--- config.mk ---
export PLATFORM = sky130hd
export DESIGN_NAME = gu2x_emit
export DESIGN_NICKNAME = d
export VERILOG_FILES = /design/src/sv/gu2x_pkg.sv /design/src/sv/gu2x_emit.sv
export SDC_FILE = /design/constraint.sdc
export NUM_CORES = 1
export LEC_CHECK = 0
export ABC_AREA = 1
export BUFFER_PORTS_ARGS = -buffer_cell sky130_fd_sc_hd__clkbuf_2
export CAP_MARGIN = 20
export CORE_UTILIZATION = 29
export DETAILED_ROUTE_END_ITERATION = 12
export SLEW_MARGIN = 20
export SYNTH_ARGS = -nofsm -noshare
export SYNTH_HDL_FRONTEND = slang
export SYNTH_SLANG_ARGS = --single-unit
--- constraint.sdc ---
create_clock -name clk -period 6.17 [get_ports clk]
set_input_delay 0.617 -clock clk [delete_from_list [all_inputs] [get_ports clk]]
set_output_delay 0.617 -clock clk [all_outputs]
set_load 0.01 [all_outputs]
--- src/sv/gu2x_pkg.sv ---
// ----------------------------------------------------------------------------
// gu2x_pkg
// Shared constants, types and cell codes for the 2x bilinear grid upsampler.
// ----------------------------------------------------------------------------
package gu2x_pkg;

  localparam int unsigned MAX_SIDE  = 1024;
  localparam int unsigned SAMPLE_W  = 32;
  localparam int unsigned CFG_W     = 11;
  localparam int unsigned CNT_W     = $clog2(MAX_SIDE);
  localparam int unsigned COORD_W   = CNT_W + 1;
  localparam int unsigned NUM_CELLS = 4;

  typedef logic signed [SAMPLE_W-1:0] sample_t;
  typedef logic        [CNT_W-1:0]    cnt_t;
  typedef logic        [COORD_W-1:0]  coord_t;
  typedef logic        [CFG_W-1:0]    side_t;
  typedef logic        [NUM_CELLS-1:0] cell_mask_t;

  // Fine-grid cells produced by one sample, in output order
  typedef enum logic [1:0] {
    CELL_MAIN   = 2'd0,
    CELL_EDGE   = 2'd1,
    CELL_BOTTOM = 2'd2,
    CELL_CORNER = 2'd3
  } cell_t;

  // Everything the output sequencer needs for one input sample
  typedef struct packed {
    sample_t    ul;
    sample_t    up;
    sample_t    lf;
    sample_t    cur;
    cnt_t       col;
    cnt_t       row;
    cell_mask_t mask;
  } gu2x_job_t;

endpackage

--- src/sv/gu2x_emit.sv ---
// ----------------------------------------------------------------------------
// gu2x_emit
// Output sequencer: walks the cells of one sample, one fine point per beat,
// and computes copies and floor averages into the output register.
// ----------------------------------------------------------------------------
module gu2x_emit (
  input  logic                clk,
  input  logic                rst_n,
  input  logic                job_load,
  input  gu2x_pkg::gu2x_job_t job_in,
  output logic                job_free,
  input  logic                out_ready,
  output logic                out_valid,
  output gu2x_pkg::sample_t   out_value,
  output gu2x_pkg::coord_t    out_col,
  output gu2x_pkg::coord_t    out_row,
  output logic                out_run_last,
  output logic                out_grid_done
);
  import gu2x_pkg::*;

  localparam int unsigned SUM_W = SAMPLE_W + 2;

  gu2x_job_t  job_r, job_nxt;
  logic       job_valid_r, job_valid_nxt;
  cell_mask_t mask_r, mask_nxt;
  logic [1:0] q_r, q_nxt;

  logic       out_valid_r, out_valid_nxt;
  sample_t    out_value_r;
  coord_t     out_col_r, out_row_r;
  logic       out_run_last_r, out_grid_done_r;

  cell_t      g;
  cell_mask_t mask_left;
  logic       step, last, finish;
  sample_t    op0, op1, op2, op3;
  logic [1:0] sh;
  logic signed [SUM_W-1:0] sum, shifted;
  cnt_t       ci, cj;

  always_comb begin
    if (mask_r[CELL_MAIN]) begin
      g = CELL_MAIN;
    end else if (mask_r[CELL_EDGE]) begin
      g = CELL_EDGE;
    end else if (mask_r[CELL_BOTTOM]) begin
      g = CELL_BOTTOM;
    end else begin
      g = CELL_CORNER;
    end
  end

  assign mask_left = mask_r & ~(NUM_CELLS'(1) << g);
  assign step      = job_valid_r && (!out_valid_r || out_ready);
  assign last      = (q_r == 2'd3) && (mask_left == '0);
  assign finish    = step && last;
  assign job_free  = !job_valid_r || finish;

  // operand selection per cell and sub-point
  always_comb begin
    op0 = '0;
    op1 = '0;
    op2 = '0;
    op3 = '0;
    sh  = 2'd0;
    case (g)
      CELL_MAIN: begin
        op0 = job_r.ul;
        case (q_r)
          2'd1: begin
            op1 = job_r.up;
            sh  = 2'd1;
          end
          2'd2: begin
            op1 = job_r.lf;
            sh  = 2'd1;
          end
          2'd3: begin
            op1 = job_r.up;
            op2 = job_r.lf;
            op3 = job_r.cur;
            sh  = 2'd2;
          end
          default: ;
        endcase
      end
      CELL_EDGE: begin
        op0 = job_r.up;
        if (q_r[1]) begin
          op1 = job_r.cur;
          sh  = 2'd1;
        end
      end
      CELL_BOTTOM: begin
        op0 = job_r.lf;
        if (q_r == 2'd1) begin
          op1 = job_r.cur;
          sh  = 2'd1;
        end
      end
      default: begin
        op0 = job_r.cur;
      end
    endcase
  end

  assign sum     = SUM_W'(op0) + SUM_W'(op1) + SUM_W'(op2) + SUM_W'(op3);
  assign shifted = sum >>> sh;

  assign ci = (g inside {CELL_MAIN, CELL_BOTTOM}) ? job_r.col - cnt_t'(1) : job_r.col;
  assign cj = (g inside {CELL_MAIN, CELL_EDGE})   ? job_r.row - cnt_t'(1) : job_r.row;

  always_comb begin
    job_nxt       = job_r;
    job_valid_nxt = job_valid_r;
    mask_nxt      = mask_r;
    q_nxt         = q_r;
    if (job_load) begin
      job_nxt       = job_in;
      job_valid_nxt = 1'b1;
      mask_nxt      = job_in.mask;
      q_nxt         = 2'd0;
    end else if (finish) begin
      job_valid_nxt = 1'b0;
    end else if (step) begin
      q_nxt = q_r + 2'd1;
      if (q_r == 2'd3) begin
        mask_nxt = mask_left;
      end
    end
  end

  always_comb begin
    if (step) begin
      out_valid_nxt = 1'b1;
    end else if (out_ready) begin
      out_valid_nxt = 1'b0;
    end else begin
      out_valid_nxt = out_valid_r;
    end
  end

  always_ff @(posedge clk) begin
    if (!rst_n) begin
      job_valid_r <= 1'b0;
      out_valid_r <= 1'b0;
      q_r         <= 2'd0;
      mask_r      <= '0;
    end else begin
      job_valid_r <= job_valid_nxt;
      out_valid_r <= out_valid_nxt;
      q_r         <= q_nxt;
      mask_r      <= mask_nxt;
    end
  end

  always_ff @(posedge clk) begin
    job_r <= job_nxt;
    if (step) begin
      out_value_r     <= shifted[SAMPLE_W-1:0];
      out_col_r       <= {ci, q_r[0]};
      out_row_r       <= {cj, q_r[1]};
      out_run_last_r  <= last;
      out_grid_done_r <= last && (g == CELL_CORNER);
    end
  end

  assign out_valid     = out_valid_r;
  assign out_value     = out_value_r;
  assign out_col       = out_col_r;
  assign out_row       = out_row_r;
  assign out_run_last  = out_run_last_r;
  assign out_grid_done = out_grid_done_r;

endmodule

Yosys cells after proc, flatten, opt, wreduce, memory -nomap -nowiden
Index checks and enable logic that the tools add are counted.

Flip-flop bits (word level): 212. Bits of input ports: 156. Output and inout port bits: 58. Word-level logic and storage cells: 81.

Add/sub/neg operators: 6. Equality and inequality tests: 7. Shifts and indexed selects: 2. Mux-type cells: 26. Bitwise gates (word level): 4. Reduce and logical (&&, ||, !) cells: 21.

Operators with widths (number): $mux 32 (6); $pmux 32 s3 (2); $pmux 32 s2 (1); $add 33x32->34 (1); $add 34x32->34 (1); $sshr 34x2->32 (1); $add 32x32->33 (1); $mux 10 (2); $sub 10x1->10 const B (2); $mux 4 (4); $reduce_bool 2->1 (6); $eq 2x2->1 const B (4); $mux 1 (7); $pmux 2 s3 (1); $reduce_or 2->1 (3); $and 4x4->4 (1); $eq 2x1->1 const B (2); $logic_and 1x1->1 (4); $logic_not 4->1 (1); $mux 2 (2); $not 4->4 (1); $pmux 2 s2 (1); $shl 1x2->4 const A (1); $reduce_and 3->1 (1); other kinds (7) (10).

Logic depth before layout (Yosys ltp)
Gate-level depths: netlist of the first run.

Depth after elaboration: 11. Gate-level depth with buffers: 27. Depth with buffers taken out: 26.

Worst setup path before layout of the first run
No wires, ideal clock.

Path type: reg-to-reg. From: register q_r[1]. To: register out_value_r[22], in the netlist out_value[22], data pin. Setup time: 0.254 ns. Arrival: 4.090 ns. Required time: 5.916 ns. Path slack: 1.826 ns. Cell stages (with the launch flop): 24. Path buffers: 1. Clock period less this slack: 4.344 ns. Cells stage by stage: dfxtp_1 > inv_1 > ha_1 > nor2_1 > clkinv_1 > clkbuf_1 > a22oi_1 > o22ai_1 > fa_1 > fa_1 > ha_1 > fa_1 > nand3_1 > nand3_1 > nand2_1 > nand2_1 > nand2_1 > nand2_1 > nand2_1 > nand2_1 > nand2_1 > nand3_1 > nand3_1 > nand2_1.

Word-level cells in the longest chain between the ends: 8. Elaborated cells on any way between the ends: 21. Those cells by class: add/sub (3); eq/ne (3); shift (1); mux (12); reduce/logical (2).

Ends and longest elaborated chain: from (decl) (RTL line gu2x_emit.sv:27) `logic [1:0] q_r, q_nxt;`; from (signal assigned) (RTL line gu2x_emit.sv:153) `q_r <= q_nxt;`; $eq 2x2->1 or $eq 2x1->1 (tied branches) (RTL line gu2x_emit.sv:70, gu2x_emit.sv:97); $reduce_or 2->1 (no line); $pmux 32 s2 (RTL line gu2x_emit.sv:70) `case (q_r)`; $pmux 32 s3 (RTL line gu2x_emit.sv:67) `case (g)`; $add 32x32->33 (RTL line gu2x_emit.sv:108) `assign sum = SUM_W'(op0) + SUM_W'(op1) + SUM_W'(op2) + SUM_W'(op3);`; $add 33x32->34 (RTL line gu2x_emit.sv:108); $add 34x32->34 (RTL line gu2x_emit.sv:108); $sshr 34x2->32 * (RTL line gu2x_emit.sv:109) `assign shifted = sum >>> sh;`; named net shifted[22] (RTL line gu2x_emit.sv:39) `logic signed [SUM_W-1:0] sum, shifted;`; to (signal assigned) (RTL line gu2x_emit.sv:161) `out_value_r <= shifted[SAMPLE_W-1:0];`; to (decl) (RTL line gu2x_emit.sv:30) `sample_t out_value_r;`.

Mark *: on every way through the listed nets, which the timed path passes. The rest lies on a longest branch. A chain may end at the register's enable or synchronous reset.

Final worst setup path of the first run
From: register q_r[1]. To: register out_value_r[23], in the netlist out_value[23], data pin.

The elaborated chain is that of the path after synthesis.

==> impl_metrics.py, run 1 <==
metrics = {
    "layout": {
        "drive_above_1_share_pct": 15.8,
        "final_cell_count_no_fill": 2350,
        "area_delta_synth_final_pct": 18.1,
        "utilization_pct": 34.9,
        "diodes": 0,
        "layout.nets": 1993,
    },
    "place": {
        "place_ws_ps": 1030,
        "dpl.cell_count": 2308,
        "gp_congestion": 0.872,
        "dp_hpwl_um": 29100,
        "portBuffers": 213,
    },
    "clocking": {
        "ctsHtreeMaxLevel": 1,
        "cts_root_buf": "clkbuf_16",
        "tritoncts": "built",
        "cts_setup_buffers": 0,
        "clock_path_buffers": 3,
        "clkTransAtPathRegs_ps": 70,
        "cts_buffers": 23,
        "post_cts_resized": 0,
        "cts.hold.buffers_added": 0,
        "cts_sinks": 212,
        "clock_latency_ps": 530,
    },
    "sta": {
        "period_share_pct": 84.4,
        "tns_ps": 0,
        "finClkSkew_ps": 20.4,
        "worst_pin_slew_ps": 982,
        "period_needed_ps": 5200,
        "slew_viol_final": 0,
        "fmax_mhz": 192,
        "grt_setup_unrepaired": "no",
        "setup_violations": 0,
        "hold_violations": 0,
        "fin_ws_ps": 965,
        "slew_headroom_pct": 34.5,
    },
    "detailed_routing": {
        "ant_nets": 0,
        "wl_um": 36200,
        "vias": 10594,
        "drcViolationCount": 0,
        "avgRoutedWirePerCell_um": 15.4,
        "firstDrtPassIters": 6,
        "first_iter_violations": 724,
        "via_per_inst": 4.51,
    },
    "power": {
        "total_power_uw": 3780,
        "p_leak_uw": 0.00748,
        "powerDensity_nw_per_um2": 237,
        "ir_drop_mv": 0.160,
    },
    "synth": {
        "ys_types": 43,
        "yosysMostFrequentCell": "nand2_1",
        "yosys-top-cells-area": "edfxtp_1, nand2_1, fa_1, inv_1, nand3_1",
        "yosysTopAreaCell": "edfxtp_1",
        "avgSynthCellArea_um2": 8.85,
        "yosysSeqAreaShare_pct": 46.6,
        "dominantRegCellSynth": "edfxtp_1",
        "synthesis.nets": 1784,
        "synth-edff-count": 204,
        "synth_seq_cells": 212,
        "yosys-top-cells-count": "nand2_1, inv_1, edfxtp_1",
        "netlist_instances": 1524,
        "async_flop_share_pct": 0,
        "synth.cell_area_um2": 13500,
        "synth_top_cell_area_share_pct": 45.4,
        "synth-warning-count": 0,
    },
    "die": {
        "start_util_pct": 29.6,
        "top_level_ports": 214,
        "die_h_um": 218,
        "die_area_um2": 47400,
        "die_w_um": 218,
        "fp-row-count": 78,
        "fp.coreArea_um2": 45600,
    },
    "global_route": {
        "grt_pass1_wl_um": 56600,
        "first_global_vias": 10554,
        "antenna_found_initial": 0,
        "grt_max_degree": 79,
        "use_met3_pct": 2.02,
        "use_met1_pct": 21.8,
        "met2_usage_pct": 23.8,
        "overflow": 0,
        "grt_usage_pct": 15.2,
        "top_usage_layer": "met2",
    },
    "critical_path": {
        "worst_setup_path_end_kind": "flip-flop",
        "cp_data_required_time_ps": 6450,
        "cp.arrival_ps": 5490,
        "cp_max_fo": 19,
        "start_kind": "flip-flop",
        "criticalPathCategory": "flip-flop to flip-flop",
    },
    "run_status": {
        "status": "finished, final reports clean",
    },
    "min_path": {
        "hp-class": "input port to flip-flop",
    },
    "run": {
        "drv_cap": 0,
    },
}
sequential cells by signal, summed over array words and instances (netlist names):
name	cells
out_grid_done	1
job_valid_r	1
out_run_last	1
out_row	11
mask_r	4
out_value	32
out_col	11
job_r	148
out_valid	1
q_r	2
worst max-delay path, stage by stage, from the launching register on:
cell and delay (ps):
dfxtp_1 390, inv_1 130, ha_1 210, nor2_1 100, buf_4 240, clkinv_1 570, a22oi_1 340, o22ai_1 140
fa_1 530, fa_1 410, ha_1 240, fa_1 500, nand3_1 100, nand3_1 170, nand2_1 100, nand2_1 80
nand2_1 60, nand2_1 110, nand2_1 110, nand2_1 60, nand2_1 70, nand3_1 90, nand3_1 110, nand2_1 50
per-layer routing:
| metal | part of all wire (%) | wire [um] | vias to the layer above |
|---|---|---|---|
| met5 | 0 | 0 | - |
| met4 | 2.2 | 780 | 0 |
| met3 | 5.4 | 1950 | 42 |
| met2 | 44 | 16100 | 325 |
| met1 | 48 | 17400 | 4866 |
| li1 | - | - | 5361 |
power breakdown:
part | internal [uW] | leakage [uW] | switching [uW] | total (uW)
logic | 257 | 0.00509 | 475 | 732
registers | 1730 | 0.00205 | 62.9 | 1790
clock network | 689 | 0.000337 | 566 | 1260
cell usage in the layout, fill, tap and decap left out, types with 31 or more instances in the layout:
cell,synthesis,routed
a21oi_1,41,41
a22oi_1,32,32
clkbuf_2,0,212
edfxtp_1,204,204
fa_1,65,65
ha_1,39,39
inv_1,294,293
nand2_1,408,407
nand3_1,118,118
nor2_1,102,102
o22ai_1,31,31
final cells by class:
class | count | area, um^2
clock buffers | 24 | 579
clock inverters | 18 | 106
fillers | 4681 | 29700
inverters | 304 | 1140
multi-input cells | 967 | 5890
flip-flops and latches | 212 | 6290
well taps | 600 | 751
repair buffers | 225 | 1160
stage by stage:
step,hold slack [ps],cell area (um^2)
finish,258,15900
global route,224,15900
CTS,222,15900
detailed placement,477,15200
global placement,475,15200
floorplan,460,13500
final timing paths:
path / from / end / slack [ps] / depth (start not counted)
hold reg to reg: job_valid_r / job_valid_r / 490 / 2
setup reg to reg: q_r[1] / out_value[23] / 970 / 23
setup / recovery: q_r[1] / out_value[23] / 970 / 23
hold / removal: job_in[54] / job_r[54] / 260 / 1
kinds of logic after synthesis:
logic type	Yosys count	synth area share [%]
flops	212	46.6
compound gates	177	8.45
fa+ha+maj	104	13.3
simple gates	654	19.9
xor+xnor	32	2.08
buf+inv	345	9.69
(Power assumes the default switching activity.)
==> run 2, diff against run 1 <==
==> constraint.sdc (replaced) <==
create_clock -name clk -period 4.7 [get_ports clk]
set_input_delay 0.47 -clock clk [delete_from_list [all_inputs] [get_ports clk]]
set_output_delay 0.47 -clock clk [all_outputs]
set_load 0.01 [all_outputs]
==> run 2 against run 1 <==
Net effect: non-clock buffer count rose by 19; maximum frequency rose by 17%; combinational power increased by 35%; count of clock-buffer cells in the layout increased by 1; die area stayed put; flip-flop and latch count stayed put; cell count grew 0.68%; critical path type unchanged; largest cell class unchanged.
==> impl_metrics.py, run 2 (synthesized netlist as in run 1, its figures left out) <==
metrics = {
    "power": {
        "swShare_pct": 27.9,
        "total_power_uw": 5180,
        "powerDensity_nw_per_um2": 318,
        "p_leak_uw": 0.00764,
        "p_switching_uw": 1440,
        "seqPwrFrac_pct": 45.4,
        "combPwrFrac_pct": 19.0,
        "ir_drop_mv": 0.194,
        "internal-power_uw": 3740,
        "p_clk_share_pct": 35.6,
    },
    "min_path": {
        "hold_path_depth": 1,
        "hp-class": "input port to flip-flop",
    },
    "layout": {
        "diodes": 0,
        "largest_reg_flops": 148,
        "area_delta_synth_final_pct": 20.7,
        "mostFrequentLayoutCell": "nand2_1",
        "final_cell_mix": "nand2_1, inv_1, clkbuf_2",
        "top_register": "job_r",
        "nFillCells": 4680,
        "final_cell_count_no_fill": 2366,
        "drive_above_1_share_pct": 17.8,
        "utilization_pct": 35.7,
        "layout.nets": 2012,
    },
    "critical_path": {
        "cp_data_required_time_ps": 4970,
        "rrSetupSlack_ps": 260,
        "crit_buf_inv": 5,
        "cpPeakStageDelay_ps": 500,
        "cpMaxStageDelayCell": "fa_1",
        "criticalPathCategory": "flip-flop to flip-flop",
        "crit_cells": 20,
        "cp_top_family": "simple AND/OR/NAND/NOR gates",
        "path_cells": "inv_2 > nand2_2 > clkinvlp_4 > buf_4 > nand2_1 > o2111ai_1 > fa_1 > inv_1 > fa_1 > inv_1 > ha_1 > nand2_1 > nor2_1 > nand3_1 > nand3_1 > nand2_1 > nand4_1 > nand3_1 > nand3_1 > nand2_1",
        "cp_max_fo": 9,
        "start_kind": "flip-flop",
        "rr_worst_depth": 20,
        "cp.arrival_ps": 4700,
        "worst_setup_path_end_kind": "flip-flop",
    },
    "place": {
        "gp_congestion": 0.890,
        "portBuffers": 213,
        "dpl.cell_count": 2327,
        "dp_hpwl_um": 30200,
    },
    "sta": {
        "period_share_pct": 94.5,
        "finClkSkew_ps": 9.12,
        "hold_violations": 0,
        "slew_viol_final": 0,
        "worst_pin_slew_ps": 908,
        "fmax_mhz": 225,
        "tns_ps": 0,
        "setup_violations": 0,
        "slew_headroom_pct": 39.3,
        "period_needed_ps": 4440,
    },
    "die": {
        "die_w_um": 218,
        "die_h_um": 218,
        "die_area_um2": 47400,
        "top_level_ports": 214,
        "start_util_pct": 29.6,
        "fp.coreArea_um2": 45600,
        "fp-row-count": 78,
    },
    "clocking": {
        "cts.hold.buffers_added": 0,
        "clock_latency_ps": 520,
        "clkTransAtPathRegs_ps": 60,
        "cts_root_buf": "clkbuf_16",
        "clock_path_buffers": 3,
        "tritoncts": "built",
        "cts_buffers": 23,
        "ctsHtreeMaxLevel": 1,
        "cts_sinks": 212,
    },
    "detailed_routing": {
        "vias": 10624,
        "ant_nets": 0,
        "avgRoutedWirePerCell_um": 15.9,
        "drcViolationCount": 0,
        "via_per_inst": 4.49,
        "first_iter_violations": 795,
        "wl_um": 37500,
        "firstDrtPassIters": 5,
    },
    "global_route": {
        "overflow": 0,
        "first_global_vias": 10915,
        "grt_usage_pct": 15.8,
        "grt_pass1_wl_um": 58700,
        "antenna_found_initial": 0,
        "grt_max_degree": 66,
    },
    "run_status": {
        "status": "finished, final reports clean",
    },
    "run": {
        "drv_cap": 0,
    },
}
[run 2: power groups by stage]
stage	clock network (uW)	registers, uW	logic (uW)
2_1_floorplan	0	2390	590
3_3_place_gp	0	2390	973
3_5_place_dp	0	2390	984
4_1_cts	1910	2350	989
5_1_grt	1970	2370	1120
6_report	1850	2350	986
[run 2: worst paths after layout]
path / from / to
worst max-delay path: mask_r[0] / out_value[27]
worst min-delay path: job_in[90] / job_r[90]
worst max register to register: mask_r[0] / out_value[27]
worst min register to register: q_r[1] / out_row[0]
[run 2: stage by stage]
step                      hold slack [ps]  setup WS [ps]  cell area, um^2
after floorplan                       460            356            13500
after global placement                469           28.6            15400
after detailed placement              487           32.9            15400
after CTS                            90.7           21.3            16200
after global routing                 98.5          -18.5            16300
final                                 122            261            16300
[run 2: per-layer routing]
layer | track usage, % | vias to the layer above | part of all wire (%)
met3 | 1.91 | 46 | 4.8
met2 | 25.3 | 274 | 45
met5 | 0 | - | 0
met4 | 4.41 | 0 | 2.0
li1 | - | 5404 | -
met1 | 22.5 | 4900 | 48
[run 2: what timing repair did]
action / 4_1_cts / 5_1_grt
endpoints found under the setup margin: 1 / 26
setup buffers: 0 / 0
resized for setup: 1 / 27
[run 2: layout make-up]
type / count / area (um^2) / share of cell area (%)
tap: 600 / 751 / 4.61
timing repair buffer: 244 / 1370 / 8.40
inverter: 304 / 1150 / 7.06
clock buffer: 25 / 583 / 3.58
clock inverter: 14 / 180 / 1.11
sequential: 212 / 6290 / 38.6
multi-input combinational: 967 / 5950 / 36.6
